[config.mk]
export PLATFORM = sky130hd
export DESIGN_NAME = gvn_ram
export DESIGN_NICKNAME = d
export VERILOG_FILES = /design/src/gvn_ram.sv
export SDC_FILE = /design/constraint.sdc
export NUM_CORES = 2
export LEC_CHECK = 0
export ABC_CLOCK_PERIOD_IN_PS = 6500
export BUFFER_PORTS_ARGS = -buffer_cell sky130_fd_sc_hd__buf_2
export CAP_MARGIN = 20
export CORE_MARGIN = 2
export CORE_UTILIZATION = 55
export CTS_CLUSTER_SIZE = 40
export DETAILED_ROUTE_END_ITERATION = 10
export PLACE_DENSITY = 0.77
export SKIP_CTS_REPAIR_TIMING = 1
export SLEW_MARGIN = 10
export SYNTH_ARGS = -nofsm -noshare
export SYNTH_HDL_FRONTEND = slang
export SYNTH_SLANG_ARGS = --single-unit
[constraint.sdc]
create_clock -name i_clk -period 6.5 [get_ports i_clk]
set_clock_uncertainty 0.15 [all_clocks]
set_input_delay 0.325 -clock i_clk [delete_from_list [all_inputs] [get_ports i_clk]]
set_output_delay 0.325 -clock i_clk [all_outputs]
set_load 0.1 [all_outputs]
[src/gvn_ram.sv]
// Generic single-write, single-read RAM with registered read data.
module gvn_ram #(
    parameter int WIDTH = 48,
    parameter int DEPTH = 67
) (
    input  logic                     i_clk,
    input  logic                     i_we,
    input  logic [$clog2(DEPTH)-1:0] i_waddr,
    input  logic [WIDTH-1:0]         i_wdata,
    input  logic [$clog2(DEPTH)-1:0] i_raddr,
    output logic [WIDTH-1:0]         o_rdata
);

    logic [WIDTH-1:0] r_mem [DEPTH];
    logic [WIDTH-1:0] r_rdata;

    // Write port and registered read port.
    always_ff @(posedge i_clk) begin
        if (i_we) begin
            r_mem[i_waddr] <= i_wdata;
        end
        r_rdata <= r_mem[i_raddr];
    end

    assign o_rdata = r_rdata;

endmodule

==> flow_summary.yaml <==
clock_tree:
  clkTransAtPathRegs_ns: 0.06
  clock_sinks: 3264
  clock_latency_ns: 0.95
  cts_root_buf: "clkbuf_16"
  cts_buffers: 327
  cts_tree: "yes"
  cts_max_level: 5
  cts_buffer_depth: 4
pwr:
  intPower_mw: 34.8
  p_sw_mw: 9.26
  p_sw_share_pct: 21.0
  clockPowerShare_pct: 42.1
  fin_total_pwr_mw: 44.1
  vdd_ir_drop_max_uv: 327
  power_frac_comb_pct: 5.1
  power_density_nw_per_um2: 314
  leakage_nw: 44.4
  seq_power_share_pct: 52.8
sta:
  slew_headroom_pct: 17.0
  setup_slack_ns: 3.12
  drv_slew: 0
  max_freq_mhz: 296
  finalHoldViolCount: 0
  finalCritPeriodShare_pct: 52.0
  min_period_ns: 3.38
  setup_viol: 0
  fin_tns_setup_ns: 0
  tightest_slew_ns: 1.24
  rsz0062_at_grt: "false"
floorplan:
  fp.coreArea_um2: 225000
  chipWidth_um: 480
  die-area_um2: 230000
  start_util_pct: 55.3
  design.portCount: 112
  chipHeight_um: 480
  rows: 174
setup_path:
  path_depth: 8
  cp_slowest_cell: "nor2b_1"
  setup.worst_path.class: "input port to flop"
  reg2reg_from: "r_mem[61][29]"
  endpoint_kind: "flop"
  path_max_fanout: 26
  rrSetupSlack_ns: 3.94
  crit_family: "compound AO/OA/AOI/OAI gates"
  cpPeakStageDelay_ns: 0.87
  cp-start-kind: "input port"
  critPathRequiredTime_ns: 7.09
  reg2regPathDepth: 4
  path_cells: "dlygate4sd3_1, buf_4, buf_4, nor2b_1, a22oi_1, nand4_1, o21ai_1, o41ai_1"
  cp.arrival_ns: 3.97
  crit_buf_inv: 3
  timing.rr.end: "o_rdata[29]"
  path_common_cell: "buf_4"
global_route:
  grt_pass1_wl_mm: 460
  grt_usage_pct: 28.2
  grt_overflow: 0
  grt_max_degree: 120
  antenna_found_initial: 22
  grt_pass1_vias: 62400
detailed_routing:
  wl_mm: 327
  viasPerCell: 6.89
  wl_per_cell_um: 35.8
  dr_total_vias: 63000
  antenna_left: 0
  drcViolationCount: 0
  first_iter_violations: 10400
  dr.pass1.iters: 6
synth:
  avgSynthCellArea_um2: 22.5
  synth_cell_types: 51
  ys_warn_count: 0
  async_reset_ff_share_pct: 0
  ys_seq_elements: 3264
  ys_seq_area_share_pct: 78.4
  syn_nets: 5584
  synth-edff-count: 3216
  syn_inst: 5520
  synth-main-ff-cell: "edfxtp_1"
  netlist_area_um2: 124000
place:
  port_buffers: 111
  place_congestion: 0.817
  dpl.hpwl_mm: 170
  post-place-ws_ns: 2.43
worst_hold_path:
  hp-start: "i_wdata[1]"
  min_path_cells: 1
  hp-class: "input port to flop"
  hold_end: "r_mem[43][1]"
job:
  maxCapViolCount: 0
layout:
  fill_cells: 14100
  drive_gt1_share_pct: 27.1
  synthToLayoutAreaGrowth_pct: 13.0
  fin_nets: 5962
run_status:
  status: "complete, no violations"
synthesized netlist by cell type (16+ instances only):
cell type,number,area share [%]
buf_4,70,0.42
nand3_1,61,0.25
mux2_2,130,1.2
a22o_1,23,0.16
nor3_1,21,0.084
o21ai_1,16,0.064
nand2_1,151,0.46
mux2i_1,267,2.1
a221oi_1,35,0.25
a22oi_1,119,0.72
o21ai_0,88,0.35
nor2_1,101,0.30
a211oi_1,30,0.18
buf_6,25,0.23
nor2b_1,34,0.17
dfxtp_1,48,0.77
buf_1,20,0.060
buf_2,76,0.31
clkbuf_1,95,0.29
edfxtp_1,3216,78
a21oi_1,33,0.13
mux4_2,693,13
o22ai_1,35,0.18
layer usage:
layer	vias to the layer above	global-route usage [%]	wire (um)
li1	24100	-	-
met1	32900	38.8	117000
met2	5081	44.2	156000
met3	800	7.29	42000
met4	16	10.0	12600
met5	-	0	270
logic make-up after synthesis:
logic type	count (synthesis)	synth area share [%]
buf+inv	301	1.51
mux	1103	16.1
simple gates	416	1.54
flops	3264	78.4
compound gates	436	2.42
sequential cells by signal, summed over array words and instances, names as in the netlist:
name	cells
o_rdata	48
r_mem	3216
cell type report:
| type | count | area (um^2) | area share [%] |
|---|---|---|---|
| Antenna cell | 8 | 20.0 | 0.0142 |
| Clock buffer | 433 | 8970 | 6.38 |
| Inverter | 1 | 3.75 | 0.00267 |
| Clock inverter | 136 | 1420 | 1.01 |
| Timing Repair Buffer | 349 | 3380 | 2.40 |
| Tap cell | 2992 | 3740 | 2.66 |
| Multi-Input combinational cell | 1955 | 25600 | 18.2 |
| Sequential cell | 3264 | 97500 | 69.4 |
how the worst max path moves through the flow:
stage	from	end	slack, ns
CTS	i_raddr[0]	o_rdata[8]	3.35
floorplan	i_waddr[6]	r_mem[25][0]	1.63
finish	i_raddr[3]	o_rdata[12]	3.12
global route	i_raddr[0]	o_rdata[12]	3.13
detailed placement	i_raddr[0]	o_rdata[12]	2.43
global placement	i_raddr[0]	o_rdata[12]	2.40
per-stage QoR:
stage	utilization (%)	hold WS [ns]	instance area [um^2]	cells
2_1_floorplan	-	0.274	124000	5520
3_3_place_gp	57.3	0.392	129000	8470
3_5_place_dp	57.3	0.409	129000	8476
4_1_cts	62.0	-0.218	139000	9045
5_1_grt	62.5	0.0488	141000	9131
6_report	62.5	0.00166	141000	9138
cell usage in the layout, fill, tap and decap left out, drive strengths merged, types with 12 or more instances in the layout:
cell type    instances
a211oi              32
a21oi               33
a221oi              35
a22o                23
a22oi              119
buf                300
bufinv              30
clkbuf             433
clkinv              93
dfxtp               48
dlygate4sd3         49
edfxtp            3216
mux2               130
mux2i              267
mux4               706
nand2              151
nand3               61
nand4               12
nor2               101
nor2b               34
nor3                21
o21ai              104
o22ai               35
power groups by stage:
stage          sequential, mW  combinational, mW  clock (mW)
2_1_floorplan            24.0               1.11           0
4_1_cts                  23.3               2.15        18.7
5_1_grt                  23.3               2.34        19.4
3_3_place_gp             23.7               2.07           0
3_5_place_dp             23.7               2.12           0
6_report                 23.3               2.24        18.6
worst reg2reg max path: stages, from the launching register on:
cell      delay (ns)
edfxtp_1        0.37
mux4_2          0.53
mux4_2          0.49
a211oi_1        0.53
a211oi_1        0.24
Note: power is estimated with default switching activity, not from simulation.
